<file path="src/design/sgm_pkg.sv">
package sgm_pkg;

    // field widths
    localparam int PIXEL_W = 8;
    localparam int COORD_W = 10;
    localparam int GRAD_W  = 11;
    localparam int MAG_W   = 11;
    localparam int CFG_W   = 11;

    // square root unit: one result bit per step
    localparam int SQRT_STEPS = 11;
    localparam int RAD_W      = 2 * SQRT_STEPS - 1;
    localparam int RES_W      = RAD_W + 1;

    // frame geometry
    localparam int DEF_MAX_WIDTH = 1024;
    localparam int MIN_DIM       = 3;
    localparam int MAX_DIM       = 1024;
    localparam logic [CFG_W-1:0] RESET_WIDTH  = CFG_W'(640);
    localparam logic [CFG_W-1:0] RESET_HEIGHT = CFG_W'(480);

    // configuration register indexes
    typedef enum logic [0:0] {
        REG_FRAME_WIDTH  = 1'b0,
        REG_FRAME_HEIGHT = 1'b1
    } cfg_reg_t;

    // per-result side information carried down the pipeline
    typedef struct packed {
        logic [COORD_W-1:0]       center_row;
        logic [COORD_W-1:0]       center_col;
        logic signed [GRAD_W-1:0] grad_x;
        logic signed [GRAD_W-1:0] grad_y;
        logic                     frame_last;
    } sgm_meta_t;

    // partial state of the digit-by-digit square root
    typedef struct packed {
        logic [RAD_W-1:0] rem;
        logic [RES_W-1:0] res;
    } sqrt_state_t;

    // one step of the square root: try the current bit, keep it if it fits
    function automatic sqrt_state_t sqrt_step(input sqrt_state_t st, input logic [RES_W-1:0] bit_val);
        sqrt_state_t      nxt;
        logic [RES_W-1:0] trial;
        trial = st.res + bit_val;
        if ({1'b0, st.rem} >= trial)
        begin
            nxt.rem = st.rem - trial[RAD_W-1:0];
            nxt.res = (st.res >> 1) + bit_val;
        end
        else
        begin
            nxt.rem = st.rem;
            nxt.res = st.res >> 1;
        end
        return nxt;
    endfunction

endpackage

</file>
<file path="src/design/sgm_sqrt_pipe.sv">
module sgm_sqrt_pipe
    import sgm_pkg::*;
(
    input  logic             clk,
    input  logic             rst_n,
    input  logic             en,
    input  logic             in_valid,
    input  logic [RAD_W-1:0] in_rad,
    input  sgm_meta_t        in_meta,
    output logic             out_valid,
    output logic [MAG_W-1:0] out_root,
    output sgm_meta_t        out_meta
);

    logic        valid_reg [SQRT_STEPS];
    sqrt_state_t st_reg    [SQRT_STEPS];
    sgm_meta_t   meta_reg  [SQRT_STEPS];
    sqrt_state_t st_next   [SQRT_STEPS];

    // one stage per result bit, highest bit first
    for (genvar k = 0; k < SQRT_STEPS; k++)
    begin : g_step
        localparam logic [RES_W-1:0] BIT_VAL = RES_W'(1) << (2 * (SQRT_STEPS - 1 - k));

        if (k == 0)
        begin : g_first
            sqrt_state_t st_init;
            assign st_init.rem = in_rad;
            assign st_init.res = '0;
            assign st_next[k]  = sqrt_step(st_init, BIT_VAL);

            always_ff @(posedge clk or negedge rst_n)
            begin
                if (!rst_n)
                begin
                    valid_reg[k] <= 1'b0;
                end
                else if (en)
                begin
                    valid_reg[k] <= in_valid;
                end
            end

            always_ff @(posedge clk)
            begin
                if (en)
                begin
                    st_reg[k]   <= st_next[k];
                    meta_reg[k] <= in_meta;
                end
            end
        end
        else
        begin : g_rest
            assign st_next[k] = sqrt_step(st_reg[k-1], BIT_VAL);

            always_ff @(posedge clk or negedge rst_n)
            begin
                if (!rst_n)
                begin
                    valid_reg[k] <= 1'b0;
                end
                else if (en)
                begin
                    valid_reg[k] <= valid_reg[k-1];
                end
            end

            always_ff @(posedge clk)
            begin
                if (en)
                begin
                    st_reg[k]   <= st_next[k];
                    meta_reg[k] <= meta_reg[k-1];
                end
            end
        end
    end

    // last stage doubles as the output register
    assign out_valid = valid_reg[SQRT_STEPS-1];
    assign out_root  = st_reg[SQRT_STEPS-1].res[MAG_W-1:0];
    assign out_meta  = meta_reg[SQRT_STEPS-1];

endmodule

</file>
<file path="config.mk">
export PLATFORM = sky130hd
export DESIGN_NAME = sgm_sqrt_pipe
export DESIGN_NICKNAME = d
export VERILOG_FILES = /design/src/design/sgm_pkg.sv /design/src/design/sgm_sqrt_pipe.sv
export SDC_FILE = /design/constraint.sdc
export NUM_CORES = 1
export LEC_CHECK = 0
export ABC_CLOCK_PERIOD_IN_PS = 2300
export BUFFER_PORTS_ARGS = -buffer_cell sky130_fd_sc_hd__clkbuf_2
export CAP_MARGIN = 20
export CORE_MARGIN = 2
export CORE_UTILIZATION = 40
export CTS_CLUSTER_SIZE = 10
export DETAILED_ROUTE_END_ITERATION = 16
export PLACE_DENSITY_LB_ADDON = 0.3
export RECOVER_POWER = 100
export SYNTH_ARGS = -nofsm -noshare
export SYNTH_HDL_FRONTEND = slang
export SYNTH_SLANG_ARGS = --single-unit
export TNS_END_PERCENT = 50
</file>
<file path="constraint.sdc">
create_clock -name clk -period 2.3 [get_ports clk]
set_input_delay 0.115 -clock clk [delete_from_list [all_inputs] [get_ports clk]]
set_output_delay 0.115 -clock clk [all_outputs]
set_load 0.05 [all_outputs]
</file>
After elaboration in Yosys (flattened, before gate mapping)
Memory sizes are Yosys's and may differ from the RTL's.
Index checks and enable logic that the tools add are counted.
Widths: inputs -> output; s select.
{ "op_classes": {"mux": 13, "addsub": 31, "order_cmp": 11} }
{ "ops": {"columns": ["operator", "n"], "rows": [
  ["$mux 43", 11],
  ["$ge 21x22->1", 10],
  ["$sub 21x21->21", 10],
  ["$add 21x1->22 const B", 1],
  ["$add 21x11->22 const B", 1],
  ["$add 21x13->22 const B", 1],
  ["$add 21x15->22 const B", 1],
  ["$add 21x17->22 const B", 1],
  ["$add 21x19->22 const B", 1],
  ["$add 21x3->22 const B", 1],
  ["$add 21x5->22 const B", 1],
  ["$add 21x7->22 const B", 1],
  ["$add 21x9->22 const B", 1],
  ["$add 22x1->22 const B", 1],
  ["$add 22x11->22 const B", 1],
  ["$add 22x13->22 const B", 1],
  ["$add 22x15->22 const B", 1],
  ["$add 22x17->22 const B", 1],
  ["$add 22x19->22 const B", 1],
  ["$add 22x3->22 const B", 1],
  ["$add 22x5->22 const B", 1],
  ["$add 22x7->22 const B", 1],
  ["$add 22x9->22 const B", 1],
  ["$ge 21x21->1 const B", 1],
  ["2 further kinds", 3]
]} }
{ "totals": {"regBits": 11, "n_memories": 2, "inputBits": 68, "output_inout_bits": 55, "ramBits": 946, "elab_cells": 68} }
{ "memory_table": {"columns": ["memory", "words", "width", "read_ports", "rd_clocked_by_memory_dff", "wr", "line_no", "source"], "rows": [
  ["meta_reg", 11, 43, 11, 0, 11, "sgm_sqrt_pipe.sv:17", "sgm_meta_t meta_reg [SQRT_STEPS];"],
  ["st_reg", 11, 43, 11, 0, 11, "sgm_sqrt_pipe.sv:16", "sqrt_state_t st_reg [SQRT_STEPS];"]
]} }

Logic depth before layout (Yosys ltp)
Gate-level depths: netlist (run 1).
An unclocked memory read counts as a cell.
{ "depth": {"ltp_word": 4, "mapped_depth": 11, "mapped_depth_nobuf": 10} }

Least setup slack after synthesis (run 1)
Ideal clock, no wire load.
{ "synth_timing": {"path_type": "register to register", "from": "memory st_reg[7][38] (netlist name)", "to": "memory st_reg[8][41] (netlist name), data pin", "path_buffers": 0, "required_time_ns": 2.029, "period_less_slack_ns": 2.500, "t_arrival_ns": 2.229, "path_stages_with_launch": 8, "setup_slack_ns": -0.200, "setup_time_ns": 0.271, "cell_sequence": "edfxtp_1 or4_4 or3_1 a211o_1 nor3_4 a211o_2 nor4_1 xor2_1"} }
{ "synth_rtl": {"columns": ["element", "line_no"], "rows": [
  ["start: declaration", "sgm_sqrt_pipe.sv:16"]
]} }

==> results.cfg, run 1 <==
[final_layout]
antenna_cells = 0
drive_gt1_frac = 0.295
final_nets = 2058
stdcell_count = 2820
area_delta_synth_final_pct = 27.5
largest_register_ffs = 473

[floorplan]
rows = 95
core_area_sq_um = 67300
die_x_microns = 265
fp.dieH_microns = 265
boundaryPins = 123
dieArea_sq_um = 70200
initial_core_util = 0.405

[drt]
avgRoutedWirePerCell_microns = 14.7
via_per_inst = 4.61
drtIter0Drc = 717
ant_nets = 0
routed_wl_microns = 41400
drcViolationCount = 0
drtPass1Iterations = 5
via_count = 13000

[global_routing]
grt_pass1_vias = 13700
overflow = 0
grt.total_usage = 0.118
grt_pass1_wl_microns = 67100
antenna_found_initial = 1
grt_max_degree = 113

[clocking]
cts_max_level = 3
insertion_delay_ns = 0.62
tritoncts = built
ctsLongestPathBuffers = 3
cts_num_sinks = 760
root_buffer = clkbuf_16
cts_inserted_buffers = 88
cts.clk_slew.worst_paths_ns = 0.06

[pwr]
p_leak_nw = 12.8
pwr-share-clk = 0.355
power_switching_share = 0.230
ir_drop_mv = 0.591
power_mw = 33.9
power_frac_seq = 0.515
power.switching_mw = 7.79
p_int_mw = 26.1
p_per_area_nw_per_um2 = 976
combPwrFrac = 0.130

[sta]
final-setup-viol-count = 29
fin_crit_sh = 1.06
final.setup.tns_ns = -1.72
skew_ns = 0.0237
hold_slack_ns = 0.195
max_freq_mhz = 411
setup_slack_ns = -0.132
slew_viol_final = 0
rsz0062_at_grt = true
fin_crit_ns = 2.43
finalHoldViolations = 0
tightestPinTransition_ns = 1.49
relSlewSlack = 0.00660

[placement]
dp_hpwl_microns = 25400
dp.cells = 2587
io_buffers = 122
place_congestion = 0.856

[critical_path]
worst_r2r_endpoint = st_reg[8][34]
cpPeakStageDelay_ns = 0.54
start_kind = flip-flop
path_delay_family = simple AND/OR/NAND/NOR gates
cp.arrival_ns = 2.81
cp-end-kind = flip-flop
worst-path-buf-inv = 2
worst-path-max-fanout = 7
regToRegStartpoint = st_reg[7][38]
crit_path_top_delay_cell = or4_4
setup.worst_path.class = reg2reg
reg2reg_depth = 7
crit_chain = or4_4, or3_4, a211o_1, nor3_4, buf_6, inv_4, mux2_4
crit_cells = 7
crit_required_ns = 2.67
r2r_slack_ns = -0.13
crit_path_start = st_reg[7][38]

[synthesis]
synth_top_area_frac = 0.825
netlist_area_sq_um = 27200
syn_inst = 1429
synth-edff-count = 749
syn-num-nets = 1571
yosysTopAreaCell = edfxtp_1
synth_most_common_cell = edfxtp_1
yosys_warnings = 0
seq_area_frac_synth = 0.836
synthFlopType = edfxtp_1
synth_area_leaders = edfxtp_1 (83%), ha_1 (3.4%), xnor2_1 (1.2%), xor2_1 (1.2%), inv_1 (1.1%)
async_flop_share = 0.0145
synth_common_cells = edfxtp_1 (749), inv_1 (83), ha_1 (73), nand2_1 (64), o21ai_0 (54)
synth_seq_cells = 760
yosysUniqueCellTypes = 58
syn_avg_cell_area_sq_um = 19.1

[status]
violations = capacitance limit, setup timing
status = finished with violations

[hold_path]
whs_endpoint = st_reg[0][39]
hp-start = in_rad[17]
holdPathStages = 2
min_path_type = in2reg

[run]
maxCapViolCount = 1
## stage by stage
step	worst slack (ns)	instance area, sq um	util
after global routing	-0.234	34700	0.516
final	-0.132	34700	0.516
after CTS	-0.0999	34100	0.507
after global placement	-0.300	30400	0.452
after detailed placement	-0.332	30400	0.452
after floorplan	-0.0947	27300	-
## power groups by stage
| stage | logic (mW) | registers [mW] | clock network, mW |
|---|---|---|---|
| 2_1_floorplan | 1.96 | 17.7 | 0 |
| 3_3_place_gp | 3.59 | 17.6 | 0 |
| 3_5_place_dp | 3.70 | 17.7 | 0 |
| 4_1_cts | 4.05 | 17.4 | 12.5 |
| 5_1_grt | 4.83 | 17.6 | 13.0 |
| 6_report | 4.40 | 17.5 | 12.0 |
## metal layers
metal / vias up / wire [microns] / track usage
met5: - / 13 / 0
met4: 2 / 1330 / 0.0539
met3: 97 / 1590 / 0.0273
met2: 224 / 20500 / 0.198
met1: 6255 / 18000 / 0.147
li1: 6433 / - / -
## placed cells by master (no fill, tap or decap), drive strengths merged, types with 4 or more instances in the layout
master,instances
a211o,4
a211oi,4
a21o,9
a21oi,37
and3,5
buf,195
clkbuf,249
clkinv,13
dfrtp,11
dlygate4sd3,68
edfxtp,749
ha,73
inv,86
mux2,21
mux2i,7
nand2,64
nand2b,16
nand3,6
nand4,9
nand4b,7
nor2,51
nor2b,11
nor3,24
nor4,22
nor4b,10
o21a,16
o21ai,54
o31ai,5
or2,4
or3,8
or4,4
xnor2,37
xor2,36
## how the worst max path moves through the flow
stage / to / slack (ns)
CTS: st_reg[6][40] / -0.1
finish: st_reg[8][34] / -0.13
global route: st_reg[8][41] / -0.23
global placement: st_reg[9][40] / -0.30
floorplan: st_reg[8][41] / -0.09
detailed placement: st_reg[9][40] / -0.33
## cells by family after synthesis
family          after synthesis  share of synthesized area
simple gates                249                     0.0481
flops                       760                      0.836
fa+ha+maj                    74                     0.0343
mux                          28                     0.0114
other cells                   1                   0.000138
compound gates              149                     0.0333
buf+inv                      95                     0.0138
xor+xnor                     73                     0.0235
## final cells by class
cell class | instances | area (sq um)
Fill cell | 5365 | 32500
Sequential cell | 760 | 22800
Multi-Input combinational cell | 574 | 4910
Timing Repair Buffer | 408 | 3180
Clock buffer | 105 | 2270
Tap cell | 873 | 1090
Inverter | 84 | 318
Clock inverter | 16 | 203
## repair_timing
item                                    4_1_cts  5_1_grt
buffers inserted                             18       25
hold buffers                                 68        0
resized for setup                            81      102
endpoints found under the hold margin        98        0
cloned                                        1        1
pin swaps                                    25       35
endpoints found under the setup margin       82       94
Power figures use the tool's default switching activity.
==> run 2, diff against run 1 <==
--- a/config.mk
+++ b/config.mk
@@ -5,6 +5,7 @@
 export SDC_FILE = /design/constraint.sdc
 export NUM_CORES = 1
 export LEC_CHECK = 0
+export ABC_AREA = 1
 export ABC_CLOCK_PERIOD_IN_PS = 2300
 export BUFFER_PORTS_ARGS = -buffer_cell sky130_fd_sc_hd__clkbuf_2
 export CAP_MARGIN = 20
==> results.cfg, run 2 <==
[pwr]
combPwrFrac = 0.135
p_int_mw = 25.8
power_frac_seq = 0.507
p_leak_nw = 13.2
power_switching_share = 0.251
ir_drop_mv = 0.639
power_mw = 34.4
p_per_area_nw_per_um2 = 1010
power.switching_mw = 8.65
pwr-share-clk = 0.358

[sta]
relSlewSlack = -0.00405
finalHoldViolations = 0
skew_ns = 0.0205
slew_viol_final = 39
rsz0062_at_grt = false
fin_crit_ns = 2.15
final-setup-viol-count = 0
hold_slack_ns = 0.201
max_freq_mhz = 465
tightestPinTransition_ns = 1.51
fin_crit_sh = 0.934

[synthesis]
yosysUniqueCellTypes = 40
netlist_area_sq_um = 28700
synth-edff-count = 749
yosysTopAreaCell = edfxtp_1
synth_most_common_cell = edfxtp_1
synth_top_area_frac = 0.784
synth_area_leaders = edfxtp_1 (78%), nand2_1 (5.1%), ha_1 (3.2%), inv_1 (2.8%), nor2_1 (1.5%)
syn_avg_cell_area_sq_um = 14.9
synth_seq_cells = 760
yosys_warnings = 0
syn-num-nets = 2062
syn_inst = 1920
async_flop_share = 0.0145
synth_common_cells = edfxtp_1 (749), nand2_1 (389), inv_1 (213), nor2_1 (118), nand3_1 (83)
seq_area_frac_synth = 0.793
synthFlopType = edfxtp_1

[run]
maxCapViolCount = 1

[drt]
route.met3.wl_microns = 1680
via_per_inst = 4.61
drtIter0Drc = 732
drtPass1Iterations = 8
wl_met1_microns = 20300
avgRoutedWirePerCell_microns = 15.3
routed.top_layer = met4
wl_met2_microns = 25300
ant_nets = 0
drcViolationCount = 0
via_count = 14900
routed_wl_microns = 49400

[hold_path]
min_path_type = in2reg

[critical_path]
worst-path-buf-inv = 1
cpPeakStageDelay_ns = 0.43
crit_required_ns = 2.66
cp-end-kind = flip-flop
worst-path-max-fanout = 14
crit_chain = ha_1, nand2_1, o21ai_2, nand2_1, nand2_2, nand2_1, nand2_2, nor2_4, buf_12, nand2_1, o21ai_2
start_kind = flip-flop
crit_path_top_delay_cell = ha_1
cp.arrival_ns = 2.51
crit_path_frequent_cell = nand2_1
setup.worst_path.class = reg2reg
path_delay_family = simple AND/OR/NAND/NOR gates

[clocking]
ctsLongestPathBuffers = 3
cts_num_sinks = 760
root_buffer = clkbuf_16
tritoncts = built
cts.clk_slew.worst_paths_ns = 0.06
insertion_delay_ns = 0.62
cts_inserted_buffers = 88
cts_max_level = 3

[global_routing]
grt_pass1_vias = 15600
overflow = 0
grt_pass1_wl_microns = 79900
grt.total_usage = 0.137
grt_max_degree = 95
antenna_found_initial = 0

[status]
status = finished with violations
violations = capacitance limit, slew limit

[floorplan]
initial_core_util = 0.403
boundaryPins = 123
core_area_sq_um = 71200
rows = 98
dieArea_sq_um = 73900
fp.dieH_microns = 272
die_x_microns = 272

[final_layout]
final_cell_mix = edfxtp_1 (749), nand2_1 (389), inv_1 (214)
final_util = 0.478
antenna_cells = 0
n_fill_cell = 6134
area_delta_synth_final_pct = 18.6
largest_register_ffs = 473
final_common_cell = edfxtp_1
final_nets = 2386
drive_gt1_frac = 0.117
stdcell_count = 3222

[placement]
place_congestion = 0.860
io_buffers = 122
dp_hpwl_microns = 34000
dp.cells = 3035
[run 2: cell types whose count changed after synthesis, sizes merged, moves of 20 or more]
cell / previous run / this run
nand3: 6 / 83
nand2: 64 / 398
nor2: 51 / 126
xnor2: 37 / 14
inv: 84 / 220
mux2: 21 / 1
a21oi: 37 / 62
[run 2: cell type report]
type,instances,area (sq um),area share
Multi-Input combinational cell,927,5020,0.148
Timing Repair Buffer,247,1680,0.0495
Clock buffer,105,2330,0.0684
Sequential cell,760,22800,0.669
Inverter,220,831,0.0244
Clock inverter,13,211,0.00621
Tap cell,950,1190,0.0349
[run 2: path summary, 6_finish.rpt]
check / start / end / slack [ns] / cells after the start
worst min register to register: meta_reg[3][18] / meta_reg[4][18] / 0.41 / 0
worst max-delay path: st_reg[7][28] / st_reg[8][31] / 0.15 / 11
max in group asynchronous: rst_n / out_valid / 1.46 / 3
worst min-delay path: in_rad[14] / st_reg[0][36] / 0.20 / 2
worst max register to register: st_reg[7][28] / st_reg[8][31] / 0.15 / 11
min in group asynchronous: rst_n / valid_reg[9] / 0.52 / 3
[run 2: routing by layer]
metal,up-vias,GRT usage
li1,7407,-
met1,7057,0.160
met2,274,0.242
met3,123,0.0251
met4,0,0.0664
met5,-,0
[run 2: cells by family (layout without fill, tap and decap cells)]
| logic type | after synthesis | after routing | synth area share |
|---|---|---|---|
| AO/OA/AOI/OAI | 123 | 123 | 0.0254 |
| XOR/XNOR | 45 | 45 | 0.0137 |
| adder cells (fa/ha/maj) | 74 | 74 | 0.0325 |
| buffers and inverters | 233 | 585 | 0.0325 |
| flip-flops | 760 | 760 | 0.793 |
| multiplexers | 1 | 1 | 0.000392 |
| other | 1 | 1 | 0.000131 |
| AND/OR/NAND/NOR | 683 | 683 | 0.102 |
[run 2: worst reg2reg max path, delay by kind of cell (launching register included)]
family,cells,cell delay [ns]
buffers and inverters,1,0.15
AOI/OAI and AO/OA,2,0.26
and+or+nand+nor,7,0.65
DFF,1,0.42
adders and majority gates,1,0.43
[run 2: repair_timing]
action                                 CTS  global route
endpoints found under the hold margin  101             0
pin swaps                                1             0
setup buffers                            1             0
setup endpoints to repair                2            33
resized for setup                        1            10
cloned                                   0             0
hold buffers                            68             0
[run 2: power by group through the flow]
stage / Sequential (mW) / Combinational [mW] / Clock [mW]
2_1_floorplan: 17.6 / 2.91 / 0
3_3_place_gp: 17.7 / 4.60 / 0
3_5_place_dp: 17.7 / 4.60 / 0
4_1_cts: 17.5 / 4.71 / 12.8
5_1_grt: 17.6 / 5.26 / 13.3
6_report: 17.5 / 4.63 / 12.3
[run 2: per-stage QoR]
step,area (sq um),TNS (ns),setup WS [ns]
3_3_place_gp,31000,-0.0859,-0.0859
3_5_place_dp,31000,-0.125,-0.125
6_report,34000,0,0.152
5_1_grt,34000,0,0.00380
2_1_floorplan,28700,0,0.437
4_1_cts,34200,0,0.0614
==> run 3, diff against run 2 <==
--- a/config.mk
+++ b/config.mk
@@ -9,7 +9,7 @@
 export ABC_CLOCK_PERIOD_IN_PS = 2300
 export BUFFER_PORTS_ARGS = -buffer_cell sky130_fd_sc_hd__clkbuf_2
 export CAP_MARGIN = 20
-export CORE_MARGIN = 2
+export CORE_MARGIN = 1.5
 export CORE_UTILIZATION = 40
 export CTS_CLUSTER_SIZE = 10
 export DETAILED_ROUTE_END_ITERATION = 16
==> results.cfg, run 3 (same netlist as run 2, synthesis figures left out) <==
[sta]
hold_slack_ns = 0.209
slew_viol_final = 0
skew_ns = 0.0268
fin_crit_ns = 2.19
fin_crit_sh = 0.953
finalHoldViolations = 0
final-setup-viol-count = 0
tightestPinTransition_ns = 1.28
relSlewSlack = 0.144
rsz0062_at_grt = false
max_freq_mhz = 456

[global_routing]
grt_most_used_layer = met2
grt_util_met2 = 0.252
grt_pass1_vias = 15500
met3_usage = 0.0256
overflow = 0
antenna_found_initial = 0
grt.total_usage = 0.139
grt_pass1_wl_microns = 80400
met1_usage = 0.162
grt_max_degree = 97

[clocking]
cts_max_level = 3
post_cts_buffers = 0
cts_inserted_buffers = 89
ctsLongestPathBuffers = 3
tritoncts = built
cts_num_sinks = 760
root_buffer = clkbuf_16
cts.clk_slew.worst_paths_ns = 0.05
insertion_delay_ns = 0.61

[final_layout]
regArea_sq_um = 22800
n_fill_cell = 6131
area_delta_synth_final_pct = 18.3
antenna_cells = 0
final_cell_mix = edfxtp_1 (749), nand2_1 (391), inv_1 (214)
final_nets = 2401
multi_input_area_sq_um = 5010
largest_register_ffs = 473
final_common_cell = edfxtp_1
drive_gt1_frac = 0.116

[floorplan]
dieArea_sq_um = 73400
core_area_sq_um = 71200
die_x_microns = 271
fp.dieH_microns = 271
boundaryPins = 123
initial_core_util = 0.403
rows = 98

[drt]
ant_nets = 0
avgRoutedWirePerCell_microns = 15.5
via_per_inst = 4.60
drtIter0Drc = 943
routed_wl_microns = 50100
drtPass1Iterations = 5
drcViolationCount = 0
via_count = 14900

[critical_path]
start_kind = flip-flop
worst-path-buf-inv = 1
cp-end-kind = flip-flop
cpPeakStageDelay_ns = 0.45
path_delay_family = simple AND/OR/NAND/NOR gates
crit_path_frequent_cell = nand2_1
setup.worst_path.class = reg2reg
crit_required_ns = 2.64
crit_chain = ha_1, nand2_1, o21ai_2, nand2_1, nand2_2, nand2_1, nand2_1, nor2_4, buf_4, nand2_1, o21ai_1
crit_cells = 11
worst-path-max-fanout = 10
crit_path_top_delay_cell = ha_1
cp.arrival_ns = 2.53
reg2reg_depth = 11

[placement]
io_buffers = 122
place_congestion = 0.897
dp_hpwl_microns = 34900

[hold_path]
min_path_type = in2reg
holdPathStages = 2

[status]
status = complete, no violations

[pwr]
p_int_mw = 25.4
p_per_area_nw_per_um2 = 1000
pwr-share-clk = 0.352
power_mw = 34.0
ir_drop_mv = 0.650
combPwrFrac = 0.136
power.switching_mw = 8.68
p_leak_nw = 13.1
power_frac_seq = 0.513
power_switching_share = 0.255

[run]
maxCapViolCount = 0
-- run 3: cell types whose count changed in the layout (fill, tap and decap cells not counted), sizes merged --
| cell | delta |
|---|---|
| bufinv | -2 |
| inv | +1 |
| clkinvlp | +1 |
| clkbuf | +11 |
| buf | -3 |
| clkinv | +5 |
-- run 3: path summary, 6_finish.rpt --
path | startpoint | to | slack (ns)
setup / recovery | st_reg[7][28] | st_reg[8][33] | 0.11
hold / removal | in_meta[3] | meta_reg[0][3] | 0.21
setup reg to reg | st_reg[7][28] | st_reg[8][33] | 0.11
hold reg to reg | meta_reg[8][37] | meta_reg[9][37] | 0.40
max in group asynchronous | rst_n | valid_reg[1] | 1.46
min in group asynchronous | rst_n | valid_reg[7] | 0.52
-- run 3: cell type report --
| type | instances | area share |
|---|---|---|
| Timing Repair Buffer | 261 | 0.0503 |
| Sequential cell | 760 | 0.671 |
| Multi-Input combinational cell | 927 | 0.148 |
| Clock buffer | 99 | 0.0667 |
| Tap cell | 950 | 0.0350 |
| Inverter | 220 | 0.0245 |
| Clock inverter | 18 | 0.00520 |
-- run 3: routing by layer --
layer / vias up / wire length, microns
li1: 7421 / -
met1: 7096 / 20900
met2: 276 / 26000
met3: 97 / 1770
met4: 0 / 1460
met5: - / 0
-- run 3: power groups by stage --
stage / sequential [mW] / combinational [mW] / clock [mW]
after detailed placement: 17.7 / 4.62 / 0
after global routing: 17.6 / 5.23 / 13.0
after CTS: 17.5 / 4.73 / 12.4
after floorplan: 17.6 / 2.91 / 0
final: 17.4 / 4.62 / 12.0
after global placement: 17.7 / 4.62 / 0
-- run 3: repair_timing --
item,in CTS,in global routing
hold buffers,68,0
gates resized for setup,0,9
setup endpoints to repair,0,28
endpoints found under the hold margin,107,0
-- run 3: worst reg2reg max path, delay by kind of cell, from the launching register on --
| kind | cells | cell delay (ns) |
|---|---|---|
| AO/OA/AOI/OAI | 2 | 0.26 |
| AND/OR/NAND/NOR | 7 | 0.64 |
| adder cells (fa/ha/maj) | 1 | 0.45 |
| buffers and inverters | 1 | 0.18 |
| flip-flops | 1 | 0.41 |
-- run 3: per-stage QoR --
step | utilization | TNS (ns) | std cells | setup WS [ns] | cell area [sq um]
global route | 0.477 | 0 | 3235 | 0.00819 | 33900
finish | 0.477 | 0 | 3235 | 0.107 | 33900
CTS | 0.480 | 0 | 3235 | 0.0716 | 34200
floorplan | - | 0 | 1920 | 0.437 | 28700
detailed placement | 0.437 | 0 | 3050 | 0.0856 | 31100
global placement | 0.437 | -0.0554 | 3050 | -0.0554 | 31100
